**src/fbpa_ram.sv**
```systemverilog
// generic simple dual-port ram, one write and one registered read per cycle
// no dependencies
module fbpa_ram #(
    parameter int WIDTH = 8,
    parameter int DEPTH = 16
) (
    input  logic                     i_clk,
    input  logic                     i_we,
    input  logic [$clog2(DEPTH)-1:0] i_waddr,
    input  logic [WIDTH-1:0]         i_wdata,
    input  logic                     i_re,
    input  logic [$clog2(DEPTH)-1:0] i_raddr,
    output logic [WIDTH-1:0]         o_rdata
);

    logic [WIDTH-1:0] r_mem [DEPTH];
    logic [WIDTH-1:0] r_rdata;

    always_ff @(posedge i_clk) begin
        if (i_we) begin
            r_mem[i_waddr] <= i_wdata;
        end
        if (i_re) begin
            r_rdata <= r_mem[i_raddr];
        end
    end

    assign o_rdata = r_rdata;

endmodule

```
**config.mk**
```make
export PLATFORM = sky130hd
export DESIGN_NAME = fbpa_ram
export DESIGN_NICKNAME = d
export VERILOG_FILES = /design/src/fbpa_ram.sv
export SDC_FILE = /design/constraint.sdc
export NUM_CORES = 1
export LEC_CHECK = 0
export BUFFER_PORTS_ARGS = -buffer_cell sky130_fd_sc_hd__clkbuf_2
export CELL_PAD_IN_SITES_DETAIL_PLACEMENT = 0
export CELL_PAD_IN_SITES_GLOBAL_PLACEMENT = 1
export CORE_AREA = 2 2 108 110
export CTS_CLUSTER_SIZE = 14
export DETAILED_ROUTE_END_ITERATION = 16
export DIE_AREA = 0 0 110 112
export HOLD_SLACK_MARGIN = 0.15
export PLACE_DENSITY = 0.7
export SYNTH_ARGS = -nofsm -noshare
export SYNTH_HDL_FRONTEND = slang
export SYNTH_SLANG_ARGS = --single-unit
```
**constraint.sdc**
```tcl
create_clock -name i_clk -period 1.95 [get_ports i_clk]
set_clock_uncertainty 0.1 [all_clocks]
set_input_delay 0.39 -clock i_clk [delete_from_list [all_inputs] [get_ports i_clk]]
set_output_delay 0.39 -clock i_clk [all_outputs]
set_load 0.02 [all_outputs]
```
==> flow_summary.toml <==
[yosys]
yosysTopAreaCell = "edfxtp_1"
ys_seq_area_share_pct = 78.1
synthCells = 229
synthDominantCellAreaShare_pct = 78.1
synth_area_mm2 = 0.00523
yosysMostFrequentCell = "edfxtp_1"
yosys_warnings = 0
netlist_top_cells_count = "edfxtp_1 (136), mux4_2 (18), a22oi_1 (16)"
synth_nets = 248
synth_area_leaders = "edfxtp_1 (78%), mux4_2 (7.8%), mux4_1 (7.0%), a22oi_1 (2.3%), nor2_1 (0.93%)"
synth_ff_type = "edfxtp_1"
postSynthAreaPerCell_um2 = 22.8
synthArstFlopShare_pct = 0
ys_ff_latch = 136
synth-edff-count = 136
synthDistinctLibCells = 18

[layout]
layout.cells.non_filler = 447
layout.nets = 310
drive_above_1_share_pct = 33.9
nFillCells = 815
areaGrowthSynthToFinish_pct = 21.1
diodes = 0

[routing]
wl_per_cell_um = 22.4
drc_errors = 0
dr_total_vias = 2501
finalWirelength_mm = 10.0
drt-initial-drc-count = 173
vias_per_cell = 5.60
firstDrtPassIters = 4
ant_nets = 0

[worst_setup_path]
critPathCaptureType = "flip-flop"
startpoint_type = "primary input"
path_class = "in2reg"
cp_data_arrival_time_ps = 1750
crit_fanout = 13
reg2reg_depth = 3
rrSetupSlack_ps = 310
crit_required_ps = 1990

[sta]
worst-slew-pin-transition_ps = 379
period_share_pct = 87.9
fmax_mhz = 583
finalHoldViolCount = 0
slew_violations = 0
maxSlewHeadroom_pct = 74.7
rsz0062_at_grt = "no"
fin_crit_ps = 1710
finalSetupViolations = 0

[global_routing]
grt_max_degree = 17
track_usage_pct = 18.5
grt-ovfl-total = 0
antenna_found_initial = 0
grt_pass1_vias = 2515
grt_pass1_wl_mm = 15.5

[floorplanning]
core_mm2 = 0.0112
pin_count = 27
initial_utilization_pct = 46.8
rows = 39
die-area_mm2 = 0.0123
die_w_um = 110
die_h_um = 112

[clocking]
clock_sink_count = 136
path_clk_slew_ps = 50
cts_buffers = 17
postCtsSetupRepairBufs = 0
cts_tree = "yes"
clk_latency_ps = 410
cts_resized = 0
clock-root-buffer = "clkbuf_16"
cts_hold_buf = 0
cts-htree-levels = 4
cts_buffer_depth = 2

[worst_hold_path]
hp-class = "in2reg"
holdPathStages = 1

[placed_design]
gp_congestion = 0.778
placed_cells = 415
io_buffer_count = 26
dpl.hpwl_mm = 6.46

[power]
swShare_pct = 19.2
p_per_area_mw_per_mm2 = 1090
p_switching_mw = 1.32
power.leakage_nw = 2.16
ir_drop_mv = 0.628
combPwrFrac_pct = 5.0
power_frac_clock_pct = 46.9
intPower_mw = 5.56
finalPower_mw = 6.88
pwr-share-seq_pct = 48.1

[run_status]
status = "complete, no violations"

[flow_run]
drv_cap = 0
[worst paths after layout]
kind,start,end
max,i_raddr[0],o_rdata[5]
min,i_re,o_rdata[0]
max reg2reg,r_mem[1][5],o_rdata[5]
min reg2reg,r_mem[7][0],o_rdata[0]
[metrics by stage]
step                      hold WS, ps  utilization (%)  TNS (ps)  area [um^2]  worst slack (ps)
after floorplan                   389                -         0         5230               178
after CTS                         254             56.7         0         6330               248
final                             260             56.7         0         6330               235
after detailed placement          636             51.2      -646         5720              -147
after global routing              253             56.7         0         6330               214
after global placement            653             51.2      -695         5720              -131
[critical path, cell delays in order]
cell      delay, ps
clkbuf_2        120
buf_12          170
buf_12          140
mux4_1          570
a22oi_1         240
nand2_1         120
[state kept, by name (all words and copies together) (netlist names)]
name / cells
r_mem: 128
o_rdata: 8
[layout make-up]
cell class                      instances  area [um^2]  area share [%]
Sequential cell                       136         4080            64.5
Tap cell                              143          179            2.83
Multi-Input combinational cell         83         1060            16.8
Clock inverter                         14          181            2.87
Timing Repair Buffer                   53          395            6.25
Clock buffer                           18          429            6.78
[layer usage]
| layer | global-route usage [%] | vias up | share of wire, % |
|---|---|---|---|
| met5 | 0 | - | 0 |
| met4 | 8.19 | 0 | 1.6 |
| met3 | 5.21 | 10 | 5.4 |
| met2 | 26.6 | 93 | 49 |
| met1 | 26.6 | 1287 | 44 |
| li1 | - | 1111 | - |
[logic make-up (layout without fill, tap and decap cells)]
logic type / Yosys count / in the layout / synth area share [%]
DFF: 136 / 136 / 78.1
muxes: 32 / 32 / 14.8
and+or+nand+nor: 35 / 35 / 3.14
AOI/OAI and AO/OA: 16 / 16 / 2.30
buffers and inverters: 10 / 85 / 1.65
[power groups by stage]
stage	Clock, mW	Combinational [mW]	Sequential (mW)
after floorplan	0	0.166	3.39
after global placement	0	0.343	3.37
after detailed placement	0	0.347	3.37
after CTS	3.28	0.350	3.31
after global routing	3.42	0.374	3.32
final	3.23	0.343	3.31
[cells in the final DEF (no fill, tap or decap), drive strengths merged]
master,synthesis,final
mux4,32,32
clkinv,0,5
edfxtp,136,136
a22oi,16,16
nand2,9,9
nand3b,2,2
and2b,1,1
or3b,1,1
and2,1,1
clkbuf,0,44
buf,7,27
nor3,4,4
nor2b,1,1
nor2,13,13
nand3,1,1
nand2b,2,2
bufinv,0,4
clkinvlp,0,5
Power figures use the tool's default switching activity.
