==> config.mk <==
export PLATFORM = sky130hd
export DESIGN_NAME = fbpa_seq
export DESIGN_NICKNAME = d
export VERILOG_FILES = /design/src/fbpa_pkg.sv /design/src/fbpa_seq.sv
export SDC_FILE = /design/constraint.sdc
export NUM_CORES = 1
export LEC_CHECK = 0
export ABC_AREA = 0
export BUFFER_PORTS_ARGS = -buffer_cell sky130_fd_sc_hd__buf_2
export CAP_MARGIN = 15
export CORE_AREA = 3 3 140 108
export DETAILED_ROUTE_END_ITERATION = 6
export DIE_AREA = 0 0 143 111
export PLACE_DENSITY_LB_ADDON = 0.15
export SLEW_MARGIN = 10
export SYNTH_ARGS = -nofsm -noshare
export SYNTH_HDL_FRONTEND = slang
export SYNTH_SLANG_ARGS = --single-unit
export TNS_END_PERCENT = 20
==> constraint.sdc <==
create_clock -name i_clk -period 6.8 [get_ports i_clk]
set_input_delay 0.68 -clock i_clk [delete_from_list [all_inputs] [get_ports i_clk]]
set_output_delay 0.68 -clock i_clk [all_outputs]
set_load 0.01 [all_outputs]
==> src/fbpa_pkg.sv <==
// shared types, constants and helpers of the block pool allocator
// no dependencies
package fbpa_pkg;

    localparam int MAX_BLOCKS = 1024;
    localparam int IDX_W      = 10;
    localparam int LINK_W     = 11;
    localparam int ENTRY_W    = LINK_W + 1;
    localparam int CFG_IDX_W  = 2;
    localparam int CFG_DATA_W = 11;

    localparam logic [LINK_W-1:0] NIL     = LINK_W'(MAX_BLOCKS);
    localparam logic [LINK_W-1:0] MAX_CAP = LINK_W'(MAX_BLOCKS);

    localparam logic [CFG_IDX_W-1:0] CFG_START_BLOCKS = 2'd0;
    localparam logic [CFG_IDX_W-1:0] CFG_GROW_ON_FULL = 2'd1;

    localparam logic [CFG_DATA_W-1:0] START_BLOCKS_RST = 11'd64;

    localparam logic [1:0] FUNC_ALLOC   = 2'd0;
    localparam logic [1:0] FUNC_RELEASE = 2'd1;
    localparam logic [1:0] FUNC_CLAIM   = 2'd2;

    localparam logic [1:0] ST_OK        = 2'd0;
    localparam logic [1:0] ST_EXHAUSTED = 2'd1;
    localparam logic [1:0] ST_RANGE     = 2'd2;
    localparam logic [1:0] ST_BAD_REL   = 2'd3;

    typedef struct packed {
        logic [1:0]       func;
        logic [IDX_W-1:0] block_index;
    } t_in;

    typedef struct packed {
        logic [1:0]        status;
        logic [IDX_W-1:0]  granted_index;
        logic              was_free;
        logic [LINK_W-1:0] in_use_count;
        logic [LINK_W-1:0] capacity;
    } t_out;

    // entry layout: {in_use, next_link}
    typedef struct packed {
        logic               we;
        logic [IDX_W-1:0]   waddr;
        logic [ENTRY_W-1:0] wdata;
        logic               re;
        logic [IDX_W-1:0]   raddr;
    } t_mem_req;

    function automatic logic [LINK_W-1:0] clamp_start(input logic [CFG_DATA_W-1:0] v);
        logic [LINK_W-1:0] r;
        if (v == '0) begin
            r = LINK_W'(1);
        end else if (v > MAX_CAP) begin
            r = MAX_CAP;
        end else begin
            r = v;
        end
        return r;
    endfunction

endpackage

==> src/fbpa_seq.sv <==
// sequencer: sweeps, list pops/pushes and the unlink walk over the entry ram
// depends on fbpa_pkg
module fbpa_seq import fbpa_pkg::*; (
    input  logic                  i_clk,
    input  logic                  i_rst_n,
    input  logic                  i_in_valid,
    input  t_in                   i_in_data,
    output logic                  o_in_stall,
    input  logic                  i_cfg_valid,
    input  logic [CFG_IDX_W-1:0]  i_cfg_index,
    input  logic [CFG_DATA_W-1:0] i_cfg_data,
    output t_mem_req              o_mem,
    input  logic [ENTRY_W-1:0]    i_rdata,
    output logic                  o_res_valid,
    output t_out                  o_res,
    input  logic                  i_res_take
);

    typedef enum logic [6:0] {
        S_SWEEP = 7'b0000001,
        S_IDLE  = 7'b0000010,
        S_ISSUE = 7'b0000100,
        S_RD    = 7'b0001000,
        S_WALK  = 7'b0010000,
        S_FIX   = 7'b0100000,
        S_DONE  = 7'b1000000
    } t_state;

    t_state r_state, n_state;
    logic [1:0]        r_func, n_func;
    logic [IDX_W-1:0]  r_idx, n_idx;
    logic              r_grow, n_grow;
    logic [LINK_W-1:0] r_size, n_size;
    logic [LINK_W-1:0] r_head, n_head;
    logic [LINK_W-1:0] r_used, n_used;
    logic [LINK_W-1:0] r_sw, n_sw;
    logic [LINK_W-1:0] r_sw_end, n_sw_end;
    logic              r_sw_grow, n_sw_grow;
    logic [IDX_W-1:0]  r_cur, n_cur;
    logic [LINK_W-1:0] r_link, n_link;
    logic [1:0]        r_status, n_status;
    logic [IDX_W-1:0]  r_granted, n_granted;
    logic              r_was_free, n_was_free;

    logic [LINK_W:0]   sw_inc;
    logic [LINK_W:0]   grown;
    logic              rd_flag;
    logic [LINK_W-1:0] rd_link;

    assign sw_inc  = {1'b0, r_sw} + (LINK_W+1)'(1);
    assign grown   = {r_size, 1'b0};
    assign rd_flag = i_rdata[ENTRY_W-1];
    assign rd_link = i_rdata[LINK_W-1:0];

    always_comb begin
        n_state    = r_state;
        n_func     = r_func;
        n_idx      = r_idx;
        n_grow     = r_grow;
        n_size     = r_size;
        n_head     = r_head;
        n_used     = r_used;
        n_sw       = r_sw;
        n_sw_end   = r_sw_end;
        n_sw_grow  = r_sw_grow;
        n_cur      = r_cur;
        n_link     = r_link;
        n_status   = r_status;
        n_granted  = r_granted;
        n_was_free = r_was_free;
        o_mem      = '0;

        unique case (r_state)
            S_SWEEP: begin
                o_mem.we    = 1'b1;
                o_mem.waddr = r_sw[IDX_W-1:0];
                o_mem.wdata = {1'b0, (sw_inc < {1'b0, r_size}) ? sw_inc[LINK_W-1:0] : NIL};
                n_sw        = sw_inc[LINK_W-1:0];
                if (sw_inc == {1'b0, r_sw_end}) begin
                    if (r_sw_grow) begin
                        n_state = S_ISSUE;
                    end else begin
                        n_head  = '0;
                        n_used  = '0;
                        n_state = S_IDLE;
                    end
                end
            end
            S_IDLE: begin
                if (i_in_valid) begin
                    n_func     = i_in_data.func;
                    n_idx      = i_in_data.block_index;
                    n_status   = ST_OK;
                    n_granted  = '0;
                    n_was_free = 1'b0;
                    n_state    = S_DONE;
                    case (i_in_data.func)
                        FUNC_ALLOC: begin
                            if (r_head != NIL) begin
                                o_mem.re    = 1'b1;
                                o_mem.raddr = r_head[IDX_W-1:0];
                                n_state     = S_RD;
                            end else if (r_grow && r_size < MAX_CAP) begin
                                // new blocks only, linked ascending from the old size
                                n_sw      = r_size;
                                n_head    = r_size;
                                n_size    = (grown > {1'b0, MAX_CAP}) ? MAX_CAP
                                                                      : grown[LINK_W-1:0];
                                n_sw_end  = n_size;
                                n_sw_grow = 1'b1;
                                n_state   = S_SWEEP;
                            end else begin
                                n_status = ST_EXHAUSTED;
                            end
                        end
                        FUNC_RELEASE, FUNC_CLAIM: begin
                            if ({1'b0, i_in_data.block_index} >= r_size) begin
                                n_status = ST_RANGE;
                            end else begin
                                o_mem.re    = 1'b1;
                                o_mem.raddr = i_in_data.block_index;
                                n_state     = S_RD;
                            end
                        end
                        default: begin
                            n_status = ST_OK;
                        end
                    endcase
                end
            end
            S_ISSUE: begin
                o_mem.re    = 1'b1;
                o_mem.raddr = r_head[IDX_W-1:0];
                n_state     = S_RD;
            end
            S_RD: begin
                n_state = S_DONE;
                case (r_func)
                    FUNC_ALLOC: begin
                        o_mem.we    = 1'b1;
                        o_mem.waddr = r_head[IDX_W-1:0];
                        o_mem.wdata = {1'b1, NIL};
                        n_head      = rd_link;
                        n_used      = r_used + LINK_W'(1);
                        n_granted   = r_head[IDX_W-1:0];
                        n_was_free  = 1'b1;
                    end
                    FUNC_RELEASE: begin
                        if (!rd_flag) begin
                            n_status = ST_BAD_REL;
                        end else begin
                            o_mem.we    = 1'b1;
                            o_mem.waddr = r_idx;
                            o_mem.wdata = {1'b0, r_head};
                            n_head      = {1'b0, r_idx};
                            if (r_used != '0) begin
                                n_used = r_used - LINK_W'(1);
                            end
                        end
                    end
                    FUNC_CLAIM: begin
                        n_granted = r_idx;
                        n_link    = rd_link;
                        if (!rd_flag) begin
                            if (r_head == {1'b0, r_idx}) begin
                                o_mem.we    = 1'b1;
                                o_mem.waddr = r_idx;
                                o_mem.wdata = {1'b1, NIL};
                                n_head      = rd_link;
                                n_used      = r_used + LINK_W'(1);
                                n_was_free  = 1'b1;
                            end else begin
                                // walk from the head to find the predecessor
                                o_mem.re    = 1'b1;
                                o_mem.raddr = r_head[IDX_W-1:0];
                                n_cur       = r_head[IDX_W-1:0];
                                n_state     = S_WALK;
                            end
                        end
                    end
                    default: begin
                        n_status = ST_OK;
                    end
                endcase
            end
            S_WALK: begin
                if (rd_link == {1'b0, r_idx}) begin
                    o_mem.we    = 1'b1;
                    o_mem.waddr = r_cur;
                    o_mem.wdata = {1'b0, r_link};
                    n_state     = S_FIX;
                end else if (rd_link == NIL) begin
                    n_state = S_FIX;
                end else begin
                    o_mem.re    = 1'b1;
                    o_mem.raddr = rd_link[IDX_W-1:0];
                    n_cur       = rd_link[IDX_W-1:0];
                end
            end
            S_FIX: begin
                o_mem.we    = 1'b1;
                o_mem.waddr = r_idx;
                o_mem.wdata = {1'b1, NIL};
                n_used      = r_used + LINK_W'(1);
                n_was_free  = 1'b1;
                n_state     = S_DONE;
            end
            S_DONE: begin
                if (i_res_take) begin
                    n_state = S_IDLE;
                end
            end
            default: begin
                n_state = S_IDLE;
            end
        endcase

        if (i_cfg_valid) begin
            case (i_cfg_index)
                CFG_START_BLOCKS: begin
                    n_size    = clamp_start(i_cfg_data);
                    n_sw      = '0;
                    n_sw_end  = MAX_CAP;
                    n_sw_grow = 1'b0;
                    n_state   = S_SWEEP;
                end
                CFG_GROW_ON_FULL: begin
                    n_grow = i_cfg_data[0];
                end
                default: begin
                    n_grow = r_grow;
                end
            endcase
        end
    end

    always_ff @(posedge i_clk) begin
        if (!i_rst_n) begin
            r_state   <= S_SWEEP;
            r_grow    <= 1'b0;
            r_size    <= clamp_start(START_BLOCKS_RST);
            r_head    <= '0;
            r_used    <= '0;
            r_sw      <= '0;
            r_sw_end  <= MAX_CAP;
            r_sw_grow <= 1'b0;
        end else begin
            r_state   <= n_state;
            r_grow    <= n_grow;
            r_size    <= n_size;
            r_head    <= n_head;
            r_used    <= n_used;
            r_sw      <= n_sw;
            r_sw_end  <= n_sw_end;
            r_sw_grow <= n_sw_grow;
        end
    end

    always_ff @(posedge i_clk) begin
        r_func     <= n_func;
        r_idx      <= n_idx;
        r_cur      <= n_cur;
        r_link     <= n_link;
        r_status   <= n_status;
        r_granted  <= n_granted;
        r_was_free <= n_was_free;
    end

    assign o_in_stall  = (r_state != S_IDLE);
    assign o_res_valid = (r_state == S_DONE);

    always_comb begin
        o_res.status        = r_status;
        o_res.granted_index = r_granted;
        o_res.was_free      = r_was_free;
        o_res.in_use_count  = r_used;
        o_res.capacity      = r_size;
    end

endmodule

==> results_dict.tcl <==
set metrics [dict create \
    area_growth_syn_to_layout_pct 10.9 \
    antenna_found_initial 0 \
    grt_max_degree 56 \
    port_buffers 112 \
    hold_depth 2 \
    die-area_um2 15900 \
    cts_buffer_depth 2 \
    final_util 0.606 \
    p_leak_uw 0.00330 \
    hold_violations 0 \
    max_slew_margin 0.239 \
    status "complete, but fails checks" \
    max_freq_mhz 224 \
    worstSetupPathType "reg2out" \
    antennaDiodeCount 0 \
    yosys_most_used_dff "dfxtp_1" \
    synth.most_common_cell "nand2_1" \
    fill_cells 1260 \
    synth_cells 899 \
    drc 10 \
    postSynthAreaPerCell_um2 8.36 \
    hpwl_mm 17.9 \
    rsz0062_at_grt "false" \
    yosys.area.top_type "edfxtp_1" \
    grt_use_total 0.309 \
    swShare 0.278 \
    wl_per_cell_um 22.0 \
    vias 7396 \
    ir_worst_vdd_mv 0.141 \
    cts-buffers-inserted 9 \
    setup-violations-final 0 \
    synth_seq_cells 110 \
    firstDrtPassIters 7 \
    ios 113 \
    cts_root_buf "clkbuf_16" \
    critPathRequiredTime_ns 6.12 \
    min_period_over_period 0.655 \
    synth_fp_nets 967 \
    cts_tree "yes" \
    drv_slew 0 \
    worstHoldStart "r_sw_end[1]" \
    ant_nets 0 \
    post-cts-setup-buffers 0 \
    timing.rr.start "r_state[2]" \
    worstMarginPinSlew_ns 1.14 \
    ys_top_cells_by_area "edfxtp_1, dfxtp_1, nand2_1" \
    reg2regPathDepth 9 \
    avgViaCountPerCell 6.53 \
    cts_resized 0 \
    reg2reg_to "r_size[8]" \
    p_int_uw 1060 \
    place.gp.congestion 1.01 \
    violations "DRC" \
    async_reset_ff_frac 0 \
    netlist.area_leader.share 0.184 \
    ys_seq_area_frac 0.354 \
    final_cell_area_um2 8340 \
    synth-warning-count 0 \
    cts.clk_slew.worst_paths_ns 0.08 \
    drtIter0Drc 1011 \
    p_per_area_nw_per_um2 177 \
    seq_power_share 0.488 \
    synth_area_um2 7520 \
    core_um2 13700 \
    die_h_um 111 \
    layout-drive-gt1-share 0.183 \
    nets 1021 \
    synthTopCellsByCount "nand2_1, a21oi_1, dfxtp_1, clkbuf_1, nor2_1" \
    pwr-share-comb 0.131 \
    cts.sinks 110 \
    fin_worst_skew_ns 0.00830 \
    clk_latency_ns 0.35 \
    synth_edf_count 46 \
    hp-class "reg2reg" \
    holdBufCountCts 0 \
    start_kind "flop" \
    die_w_um 143 \
    cp-end-kind "output pin" \
    grt_pass1_vias 6683 \
    tns_ns 0 \
    initial_core_util 0.547 \
    synth_cell_types 81 \
    worstPathArrival_ns 3.78 \
    min_to "r_sw_end[1]" \
    power_switching_uw 409 \
    dpl_cell_area_um2 8030 \
    grt.overflow.total 0 \
    min_period_ns 4.46 \
    maxCapViolCount 0 \
    grt_pass1_wl_mm 38.6 \
    h-tree-depth 3 \
    pwr-share-clk 0.381 \
    routed_wl_mm 25.0 \
    core.rowCount 37 \
    r2r_slack_ns 2.88 \
    cp_max_fo 12 \
]
-- how the worst max path moves through the flow --
stage	end	from	slack, ns
final	o_mem[11]	r_sw[0]	2.34
after global routing	o_mem[11]	r_sw[0]	2.19
after CTS	o_mem[11]	r_sw[0]	2.47
after detailed placement	o_mem[11]	r_sw[0]	2.87
after global placement	o_mem[11]	r_sw[0]	2.95
after floorplan	o_mem[0]	i_in_data[0]	3.46
-- area by class of cell --
class	instances	area (um^2)	share of cell area
Clock inverter	6	70.1	0.00840
Inverter	32	120	0.0144
Timing Repair Buffer	121	628	0.0753
Sequential cell	110	2660	0.319
Clock buffer	10	239	0.0287
Tap cell	175	219	0.0263
Multi-Input combinational cell	679	4400	0.528
-- metal layers --
layer  track usage  part of all wire
met5             0                 0
met4        0.0633             0.014
met3        0.0638              0.11
met2         0.444              0.42
met1         0.477              0.45
-- metrics by stage --
step / hold slack, ns / power [uW] / worst slack [ns] / cells
6_report: 0.485 / 1470 / 2.34 / 1133
5_1_grt: 0.509 / 1520 / 2.19 / 1133
4_1_cts: 0.479 / 1470 / 2.47 / 1133
3_5_place_dp: 0.468 / 919 / 2.87 / 1117
3_3_place_gp: 0.461 / 920 / 2.95 / 1117
2_1_floorplan: 0.448 / 844 / 3.46 / 899
-- cell families after synthesis --
kind of cell               share of synthesized area
and+or+nand+nor                                0.249
buffers and inverters                         0.0614
adders and majority gates                     0.0433
muxes                                         0.0323
DFF                                            0.354
AOI/OAI and AO/OA                              0.212
xor gates and xnor gates                      0.0473
-- critical path, cell delays in order (launching register included) --
cell and delay, ns:
dfxtp_1 0.57, nand3_2 0.36, nor2_1 0.38, and3_1 0.26, xor2_1 0.27, ha_1 0.29, nor2b_1 0.13, o21ai_0 0.16
o211a_1 0.34, nand2_1 0.15, o21ai_0 0.32, buf_2 0.20
-- registers in the layout (all words and copies together) (netlist names) --
| register | count |
|---|---|
| r_used | 11 |
| r_sw_grow | 1 |
| r_idx | 10 |
| r_granted | 10 |
| r_size | 11 |
| r_was_free | 1 |
| r_cur | 10 |
| r_func | 2 |
| r_sw | 11 |
| r_head | 11 |
| r_status | 2 |
| r_sw_end | 11 |
| r_grow | 1 |
| r_link | 11 |
| r_state | 7 |
-- placed cells by master (no fill, tap or decap), drive strengths merged, types with 4 or more instances in the layout --
cell     Yosys  final
a21o         5      5
a22o         5      5
xnor2        9      9
a21oi       66     66
o22ai        9      9
nor3        26     26
a21boi       4      4
edfxtp      46     46
a222oi       9      9
nand2      118    118
a221o       12     12
mux2i       13     13
a31oi       13     13
mux2        10     10
o2111ai      4      4
xor2        29     29
nor3b       14     14
clkbuf      62     10
o31ai        4      4
and2         4      4
nand4       19     19
inv         32     33
o21a         6      6
nor2        62     62
or3          5      5
ha          26     26
nor2b       22     22
nand2b       9      9
o21ai       33     33
o211ai      14     14
a22oi       14     14
a211o        4      4
buf         16    121
nand3       42     42
nor4        17     17
o221a        4      4
dfxtp       64     64
and3         7      7
a31o         5      5
-- power by group through the flow --
stage / registers, uW / logic (uW) / clock network [uW]
CTS: 718 / 187 / 567
finish: 719 / 193 / 562
global route: 720 / 210 / 591
detailed placement: 733 / 186 / 0
floorplan: 723 / 121 / 0
global placement: 733 / 187 / 0
Power figures use the tool's default switching activity.
